[config.mk]
export PLATFORM = sky130hd
export DESIGN_NAME = cds_ctrl
export DESIGN_NICKNAME = d
export VERILOG_FILES = /design/src/rtl/cds_pkg.sv /design/src/rtl/cds_ctrl.sv
export SDC_FILE = /design/constraint.sdc
export NUM_CORES = 1
export LEC_CHECK = 0
export BUFFER_PORTS_ARGS = -buffer_cell sky130_fd_sc_hd__buf_2
export CORE_UTILIZATION = 40
export DETAILED_ROUTE_END_ITERATION = 7
export MAX_ROUTING_LAYER = met4
export PLACE_DENSITY_LB_ADDON = 0.1
export SKIP_LAST_GASP = 1
export SLEW_MARGIN = 5
export SYNTH_ARGS = -nofsm -noshare
export SYNTH_HDL_FRONTEND = slang
export SYNTH_SLANG_ARGS = --single-unit
[constraint.sdc]
create_clock -name clk -period 2.8 [get_ports clk]
set_input_delay 0 -clock clk [delete_from_list [all_inputs] [get_ports clk]]
set_output_delay 0 -clock clk [all_outputs]
set_load 0.05 [all_outputs]
[src/rtl/cds_pkg.sv]
`default_nettype none

package cds_pkg;

  localparam int COUNTER_SLOTS = 3;
  localparam int SLOT_W        = (COUNTER_SLOTS > 1) ? $clog2(COUNTER_SLOTS) : 1;

  localparam int VAL_W   = 64;
  localparam int HALF_W  = VAL_W / 2;
  localparam int PROD_W  = 2 * VAL_W;
  localparam int SEL_W   = 2;
  localparam int MASK_W  = 2;
  localparam int MSTEP_W = 3;
  localparam int DCNT_W  = $clog2(VAL_W);

  localparam logic [MSTEP_W-1:0] MSTEP_LAST = MSTEP_W'(4);
  localparam logic [DCNT_W-1:0]  DCNT_LAST  = DCNT_W'(VAL_W - 1);
  localparam logic [VAL_W-1:0]   ALL_ONES   = '1;

  // counter selectors
  localparam logic [SEL_W-1:0] SEL_CYCLES = SEL_W'(0);
  localparam logic [SEL_W-1:0] SEL_INSTR  = SEL_W'(1);
  localparam logic [SEL_W-1:0] SEL_BRANCH = SEL_W'(2);

  // available_mask bits
  localparam int AVAIL_BASE_BIT   = 0;
  localparam int AVAIL_BRANCH_BIT = 1;

  // configuration register indexes
  localparam logic [1:0] REG_COUNTERS_ON    = 2'd0;
  localparam logic [1:0] REG_AVAILABLE_MASK = 2'd1;
  localparam logic [1:0] REG_BRANCH_MISS_ON = 2'd2;

  typedef struct packed {
    logic              counters_on;
    logic [MASK_W-1:0] available_mask;
    logic              branch_miss_on;
  } cds_cfg_t;

  typedef enum logic [1:0] {
    MOP_DV = 2'd0,
    MOP_Q  = 2'd1,
    MOP_R  = 2'd2
  } mul_op_t;

  typedef enum logic {
    DOP_DV   = 1'b0,
    DOP_PROD = 1'b1
  } div_op_t;

  typedef enum logic [2:0] {
    RES_ZERO = 3'd0,
    RES_ONES = 3'd1,
    RES_QUO  = 3'd2,
    RES_ACC  = 3'd3,
    RES_SUM  = 3'd4
  } res_sel_t;

  typedef struct packed {
    logic     capture;
    logic     check;
    logic     mul_start;
    mul_op_t  mul_op;
    logic     div_start;
    div_op_t  div_op;
    logic     acc_load;
    logic     res_load;
    res_sel_t res_sel;
    logic     out_load;
  } cds_cmd_t;

  typedef struct packed {
    logic go;
    logic mul_busy;
    logic div_busy;
    logic prod_fits;
  } cds_sts_t;

endpackage

`default_nettype wire

[src/rtl/cds_ctrl.sv]
`default_nettype none

module cds_ctrl
  import cds_pkg::*;
(
  input  logic     clk,
  input  logic     rst,
  input  logic     s_tvalid,
  output logic     s_tready,
  output logic     m_tvalid,
  input  logic     m_tready,
  input  cds_sts_t sts,
  output cds_cmd_t cmd
);

  typedef enum logic [9:0] {
    S_IDLE   = 10'b0000000001,
    S_CHECK  = 10'b0000000010,
    S_PLAN   = 10'b0000000100,
    S_MUL_A  = 10'b0000001000,
    S_DIV_A  = 10'b0000010000,
    S_DIV_Q  = 10'b0000100000,
    S_MUL_Q  = 10'b0001000000,
    S_MUL_R  = 10'b0010000000,
    S_DIV_F  = 10'b0100000000,
    S_FINISH = 10'b1000000000
  } state_t;

  state_t state, state_next;
  logic   out_valid, out_valid_next;

  always_comb begin
    state_next     = state;
    cmd            = '0;
    cmd.mul_op     = MOP_DV;
    cmd.div_op     = DOP_DV;
    cmd.res_sel    = RES_ZERO;
    s_tready       = 1'b0;
    out_valid_next = out_valid && !m_tready;
    unique case (state)
      S_IDLE: begin
        s_tready = 1'b1;
        if (s_tvalid) begin
          cmd.capture = 1'b1;
          state_next  = S_CHECK;
        end
      end
      S_CHECK: begin
        cmd.check  = 1'b1;
        state_next = S_PLAN;
      end
      S_PLAN: begin
        if (sts.go) begin
          cmd.mul_start = 1'b1;
          cmd.mul_op    = MOP_DV;
          state_next    = S_MUL_A;
        end else begin
          cmd.res_load = 1'b1;
          cmd.res_sel  = RES_ZERO;
          state_next   = S_FINISH;
        end
      end
      S_MUL_A: begin
        if (!sts.mul_busy) begin
          cmd.div_start = 1'b1;
          if (sts.prod_fits) begin
            cmd.div_op = DOP_PROD;
            state_next = S_DIV_A;
          end else begin
            // product too wide: divide first
            cmd.div_op = DOP_DV;
            state_next = S_DIV_Q;
          end
        end
      end
      S_DIV_A: begin
        if (!sts.div_busy) begin
          cmd.res_load = 1'b1;
          cmd.res_sel  = RES_QUO;
          state_next   = S_FINISH;
        end
      end
      S_DIV_Q: begin
        if (!sts.div_busy) begin
          cmd.mul_start = 1'b1;
          cmd.mul_op    = MOP_Q;
          state_next    = S_MUL_Q;
        end
      end
      S_MUL_Q: begin
        if (!sts.mul_busy) begin
          if (!sts.prod_fits) begin
            cmd.res_load = 1'b1;
            cmd.res_sel  = RES_ONES;
            state_next   = S_FINISH;
          end else begin
            cmd.acc_load  = 1'b1;
            cmd.mul_start = 1'b1;
            cmd.mul_op    = MOP_R;
            state_next    = S_MUL_R;
          end
        end
      end
      S_MUL_R: begin
        if (!sts.mul_busy) begin
          if (sts.prod_fits) begin
            cmd.div_start = 1'b1;
            cmd.div_op    = DOP_PROD;
            state_next    = S_DIV_F;
          end else begin
            // drop the fractional term
            cmd.res_load = 1'b1;
            cmd.res_sel  = RES_ACC;
            state_next   = S_FINISH;
          end
        end
      end
      S_DIV_F: begin
        if (!sts.div_busy) begin
          cmd.res_load = 1'b1;
          cmd.res_sel  = RES_SUM;
          state_next   = S_FINISH;
        end
      end
      S_FINISH: begin
        if (!out_valid || m_tready) begin
          cmd.out_load   = 1'b1;
          out_valid_next = 1'b1;
          state_next     = S_IDLE;
        end
      end
      default: state_next = S_IDLE;
    endcase
  end

  always_ff @(posedge clk) begin
    if (rst) begin
      state     <= S_IDLE;
      out_valid <= 1'b0;
    end else begin
      state     <= state_next;
      out_valid <= out_valid_next;
    end
  end

  assign m_tvalid = out_valid;

  a_mul_start_idle: assert property (@(posedge clk) disable iff (rst)
    cmd.mul_start |-> !sts.mul_busy)
    else $error("multiplier started while busy");

  a_div_start_idle: assert property (@(posedge clk) disable iff (rst)
    cmd.div_start |-> !sts.div_busy)
    else $error("divider started while busy");

  a_units_exclusive: assert property (@(posedge clk) disable iff (rst)
    !(cmd.mul_start && cmd.div_start))
    else $error("multiplier and divider started together");

  a_ready_units_idle: assert property (@(posedge clk) disable iff (rst)
    s_tready |-> (!sts.mul_busy && !sts.div_busy))
    else $error("input ready while arithmetic units busy");

  a_accept_checks: assert property (@(posedge clk) disable iff (rst)
    (s_tvalid && s_tready) |=> (state == S_CHECK))
    else $error("accepted transaction not checked");

endmodule

`default_nettype wire

; Yosys cells after proc, flatten, opt, wreduce, memory -nomap -nowiden
; Index checks and enable logic that the tools add are counted.
[totals]
register_bits = 11
in_bits = 8
output_inout_bits = 15
word_cells = 64
[op_classes]
n_eq_ne = 17
muxes = 39
reduce_logical = 6
[op_table]
columns = cell, count
row1 = $mux 10, 10
row2 = $pmux 10 s9, 1
row3 = $mux 4, 6
row4 = $pmux 4 s5, 1
row5 = $ne 2x2->1 const B, 7
row6 = $mux 3, 4
row7 = $eq 10x1->1 const B, 1
row8 = $eq 10x10->1 const B, 1
row9 = $eq 10x2->1 const B, 1
row10 = $eq 10x3->1 const B, 1
row11 = $eq 10x4->1 const B, 1
row12 = $eq 10x5->1 const B, 1
row13 = $eq 10x6->1 const B, 1
row14 = $eq 10x7->1 const B, 1
row15 = $eq 10x8->1 const B, 1
row16 = $eq 10x9->1 const B, 1
row17 = $mux 1, 10
row18 = $pmux 3 s3, 1
row19 = $reduce_and 7->1, 1
row20 = $mux 2, 3
row21 = $mux 6, 1
row22 = $mux 5, 1
row23 = $pmux 2 s2, 1
row24 = $logic_not 1->1, 2
row25 = other kinds (3), 3

; Logic depth before layout (Yosys ltp)
; Gate-level depths: netlist (run 1).
[depth]
word_depth = 4
mapped_depth = 7

; Worst setup path before layout (run 1)
; OpenSTA, ideal clock, no wires.
[synth_timing]
path_kind = reg-to-output
start = register state[5]
end = output port cmd[4] in the netlist's numbering
arrival_time_ps = 3290
required_time_ps = 2800
setup_slack_ps = -490
stages_incl_launch_ff = 6
n_path_buf = 1
path_cell_list = dfxtp_1 > buf_4 > nor4_1 > nand2_1 > nor4b_1 > or4bb_1
[synth_lines]
columns = element, line
row1 = start: declaration, cds_ctrl.sv:29  ; state_t state, state_next;
row2 = start signal: assignment, cds_ctrl.sv:141  ; state <= state_next;
row3 = end: declaration, cds_ctrl.sv:13  ; output cds_cmd_t cmd

==> impl_metrics.toml, run 1 <==
[setup_path]
r2r_cells = 5
slowest_stage = "or4_4"
reg2reg_slack_ps = 680
timing.rr.start = "state[6]"
crit_type = "flip-flop to output port"
crit_buf_inv = 1
crit-reg2reg-capture = "state[9]"
path_max_fanout = 12
cp-start-kind = "flip-flop"
cp_slowest_stage_delay_ps = 550
end_kind = "output port"
crit_family = "simple AND/OR/NAND/NOR gates"
worst_ep_required_time_ps = 2800
worst_ep_arrival_time_ps = 2360
critical_path.cell_chain = "or4_4, nor4_1, nand2_1, or4bb_1, buf_2"

[clock_network]
post_cts_resized = 0
cts.sinks = 11
cts_tree = "built"
clockBufferDepth = 2
root_buffer = "clkbuf_4"
cts_htree_levels = 1
numCtsBuffers = 3
clkLatencyLatePin_ps = 280
clk_pin_slew_worst_paths_ps = 80
post_cts_buffers = 0
postCtsHoldBufs = 0

[sta]
fmax_mhz = 424
hold_viol = 0
worst_pin_slew_ps = 678
timing.final.ws_setup_ps = 441
fin_crit_sh = 0.843
maxSlewViolCount = 0
setup_viol = 0
max_slew_margin = 0.544
fin_crit_ps = 2360
rsz0062_at_grt = "false"
skew_ps = 8.09

[hold_path]
holdCritPathClass = "input pin to flip-flop"
min_from = "rst"
holdPathEnd = "m_tvalid"
hold_depth = 2

[cells_and_area]
area_growth_pct = 15.1
fin_area_um2 = 992
layout-drive-gt1-share = 0.285
nNetsFinal = 132
antenna_cells = 0

[logic_synthesis]
synth_area_leaders = "dfxtp_1 26%, a21oi_1 5.8%, nor4b_1 4.1%"
synth-seq-area-share = 0.255
ys_types = 42
syn_area_per_cell_um2 = 8.21
syn-num-nets = 113
yosysTopAreaCellShare = 0.255
synth_top_area_cell = "dfxtp_1"
ys_ff_latch = 11
syn_inst = 105
netlist_area_um2 = 862
yosys_warnings = 0

[pwr]
leakagePower_nw = 0.387
finalPower_mw = 0.364
pwr_density_cell_nw_per_um2 = 367
ir_drop_mv = 0.322

[drt]
drc = 0
ant_nets = 0
drt_wl_total_um = 2200
routed-via-count = 878
vias_per_cell = 5.85
dr.pass1.iters = 4
wl_per_cell_um = 14.6
drtIter0Drc = 22

[placement]
place.port_buffers = 22
place_congestion = 0.824
hpwlAfterDp_um = 1590
pre_cts_slack_ps = 692
placed_area_um2 = 966

[floorplanning]
die-area_um2 = 2340
num_rows = 16
dieWidth_um = 48.4
initial_core_util = 0.431
core_um2 = 2000
fp.dieH_um = 48.4
pin_count = 23

[outcome]
outcome = "complete, no violations"

[global_route]
grt_pass1_vias = 764
grt_usage = 0.204
grt_max_degree = 13
grt_pass1_wl_um = 3690
gr-total-overflow = 0
antenna_found_initial = 0

[job]
drv_cap = 0
## registers in the layout, summed over array words and instances, names as in the netlist
register  cells
state        10
m_tvalid      1
## per-layer routing
layer  wire, µm  share of wire  track usage  up-vias
met2       1060           0.48        0.310       29
met3        117          0.053       0.0472        0
met1       1020           0.46        0.276      410
met4          0              0       0.0441        0
li1           -              -            -      439
met5          0              0            -        -
## placed cells by master (no fill, tap or decap), types with 2 or more instances in the layout
master	Yosys	routed
a21oi_1	10	10
nand3b_1	4	4
dfxtp_1	11	11
clkbuf_4	0	3
or4_4	2	2
or4_1	3	3
o21ai_0	2	2
nand2_1	4	4
inv_1	4	4
a31oi_1	2	2
nor3b_1	4	4
xor2_1	2	2
nor2b_1	2	2
nor4_1	5	5
xnor2_1	2	2
nand3_1	3	3
or3_1	3	3
buf_2	0	22
nor2_1	4	4
o21ai_1	6	6
nor4b_2	0	2
nor4b_1	4	2
## how the worst max path moves through the flow
stage	start	endpoint	slack [ps]	depth (start not counted)
detailed placement	state[6]	state[9]	690	5
finish	state[6]	cmd[4]	440	5
floorplan	state[1]	cmd[4]	-300	4
global route	state[6]	cmd[10]	280	5
CTS	state[6]	cmd[4]	440	5
global placement	state[6]	state[4]	720	4
## cell type report
cell class	count	area, µm²
inverters	4	15.0
well taps	27	33.8
clock buffers	4	26.3
fillers	222	1010
repair buffers	22	110
multi-input cells	82	587
flip-flops and latches	11	220
## cell families after synthesis
kind of cell | share of synthesized area
simple gates | 0.446
flops | 0.255
buf+inv | 0.0842
compound gates | 0.174
xor+xnor | 0.0406
## cell usage after synthesis (all sizes together)
master,instances
dfxtp,11
a21oi,10
o21ai,8
nor4,6
or4,5
buf,4
clkbuf,4
inv,4
nand2,4
nand3,4
nand3b,4
nor2,4
nor3b,4
nor4b,4
or3,3
a31oi,2
nor2b,2
nor3,2
or2,2
xnor2,2
xor2,2
a311o,1
a41o,1
and2,1
and3b,1
and4,1
nand2b,1
nand4,1
nand4b,1
o211ai,1
o21a,1
o31ai,1
or3b,1
or4b,1
or4bb,1
## stage by stage
| stage | hold slack, ps | util | setup TNS [ps] | instances |
|---|---|---|---|---|
| 2_1_floorplan | 93.8 | - | -303 | 105 |
| 3_3_place_gp | 330 | 0.483 | 0 | 146 |
| 4_1_cts | 47.9 | 0.496 | 0 | 150 |
| 3_5_place_dp | 337 | 0.483 | 0 | 146 |
| 6_report | 48.0 | 0.496 | 0 | 150 |
| 5_1_grt | 65.2 | 0.496 | 0 | 150 |
## report_power, final
group          switching (mW)  internal [mW]
combinational          0.0534         0.0279
clock                  0.0610         0.0552
sequential            0.00672          0.160
Power figures use the tool's default switching activity.
==> run 2: changes to the inputs <==
clock period = 2.1 ns   (was 2.8 ns; I/O delays follow)
==> impl_metrics.toml, run 2 (synthesis results as in run 1) <==
[pwr]
ir_drop_mv = 0.329
pwr_density_cell_nw_per_um2 = 433
leakagePower_nw = 0.473
p_int_mw = 0.345
p_sw_frac = 0.329
clkPwrFrac = 0.298
comb_power_share = 0.271
power_switching_mw = 0.169
pwr-share-seq = 0.431

[sta]
fin_crit_ps = 2020
rsz0062_at_grt = "true"
timing.final.ws_setup_ps = 81.2
hold_viol = 0
setup_viol = 0
fin_crit_sh = 0.961
whs_ps = 42.4
skew_ps = 5.58
worst_pin_slew_ps = 496
maxSlewViolCount = 0
fmax_mhz = 495
max_slew_margin = 0.669

[drt]
drtIter0Drc = 12
ant_nets = 0
drc = 0
drt_wl_total_um = 2340
routed-via-count = 920
wl_per_cell_um = 14.3
dr.pass1.iters = 4
vias_per_cell = 5.61

[global_route]
gr-total-overflow = 0
grt_pass1_vias = 851
grt_usage = 0.225
antenna_found_initial = 0
grt_max_degree = 13
grt_pass1_wl_um = 3930

[setup_path]
path_max_fanout = 4
crit-reg2reg-capture = "state[2]"
reg2reg_slack_ps = 110
cp-start-kind = "flip-flop"
worst_ep_arrival_time_ps = 2020
crit_type = "flip-flop to output port"
timing.rr.start = "state[5]"
worst_ep_required_time_ps = 2100
r2r_cells = 5
end_kind = "output port"

[clock_network]
numCtsBuffers = 3
cts_htree_levels = 1
cts.sinks = 11
clk_pin_slew_worst_paths_ps = 80
clkLatencyLatePin_ps = 270
cts_tree = "built"
clockBufferDepth = 2
root_buffer = "clkbuf_4"

[placement]
pre_cts_slack_ps = 124
hpwlAfterDp_um = 1720
place_congestion = 0.837
place.port_buffers = 22

[floorplanning]
num_rows = 16
fp.dieH_um = 48.4
die-area_um2 = 2340
pin_count = 23
core_um2 = 2000
initial_core_util = 0.431
dieWidth_um = 48.4

[cells_and_area]
area_growth_pct = 38.0
layout-drive-gt1-share = 0.474
largest_register_ffs = 10
largest-register = "state"
nNetsFinal = 146
antenna_cells = 0
nFillCells = 190
final_cell_mix = "17 x buf_2, 17 x buf_4, 9 x a21oi_1"

[hold_path]
holdPathEnd = "state[7]"
hold_depth = 2
min_from = "rst"
holdCritPathClass = "input pin to flip-flop"

[outcome]
outcome = "complete, no violations"

[job]
drv_cap = 0
[run 2: changes by cell type in the layout (fill, tap and decap cells not counted), moves of 2 or more]
cell / before / now
buf_4: 0 / 17
buf_2: 22 / 17
dfxtp_1: 11 / 6
dfxtp_2: 0 / 4
buf_6: 0 / 2
nor4_1: 5 / 3
[run 2: layer usage]
| metal | track usage | up-vias | share of wire | wire length, µm |
|---|---|---|---|---|
| li1 | - | 462 | - | - |
| met1 | 0.287 | 432 | 0.47 | 1090 |
| met2 | 0.352 | 24 | 0.48 | 1120 |
| met3 | 0.0409 | 2 | 0.048 | 112 |
| met4 | 0.0882 | 0 | 0.0051 | 12 |
| met5 | - | - | 0 | 0 |
[run 2: cell type report]
cell class	count	area, µm²	area share
clock buffers	4	26.3	0.0221
flip-flops and latches	11	229	0.192
inverters	4	15.0	0.0126
well taps	27	33.8	0.0284
multi-input cells	82	651	0.547
repair buffers	36	235	0.198
[run 2: power by group through the flow]
stage | sequential [mW] | combinational (mW) | clock, mW
floorplan | 0.226 | 0.0979 | 0
global placement | 0.228 | 0.128 | 0
detailed placement | 0.228 | 0.129 | 0
CTS | 0.223 | 0.131 | 0.157
global route | 0.224 | 0.149 | 0.174
finish | 0.222 | 0.139 | 0.153
[run 2: timing repair]
action / in CTS / in global routing
pin swaps: 0 / 5
setup buffers: 0 / 3
gates resized for setup: 4 / 15
hold buffers: 0 / 0
setup endpoints to repair: 5 / 8
endpoints found under the hold margin: 0 / 0
[run 2: worst max-delay path by stage]
stage	start	endpoint	slack [ps]	depth (start not counted)
floorplan	state[7]	cmd[4]	-440	5
global placement	state[5]	state[7]	140	5
detailed placement	state[6]	state[7]	120	5
CTS	state[0]	cmd[4]	10	7
global route	state[2]	cmd[4]	-50	7
finish	state[5]	cmd[4]	80	6
[run 2: metrics by stage]
| step | power [mW] | instance area (µm²) | instances | TNS (ps) | utilization |
|---|---|---|---|---|---|
| 2_1_floorplan | 0.324 | 918 | 105 | -974 | - |
| 3_3_place_gp | 0.356 | 1090 | 157 | 0 | 0.543 |
| 3_5_place_dp | 0.358 | 1090 | 157 | 0 | 0.543 |
| 4_1_cts | 0.511 | 1130 | 161 | 0 | 0.563 |
| 5_1_grt | 0.547 | 1190 | 164 | -194 | 0.594 |
| 6_report | 0.515 | 1190 | 164 | 0 | 0.594 |
[run 2: critical path: stages (launching register included)]
cell	delay, ps
dfxtp_1	330
or4_4	550
nor4_1	250
buf_4	170
nand2_1	90
or4bb_1	210
buf_6	150
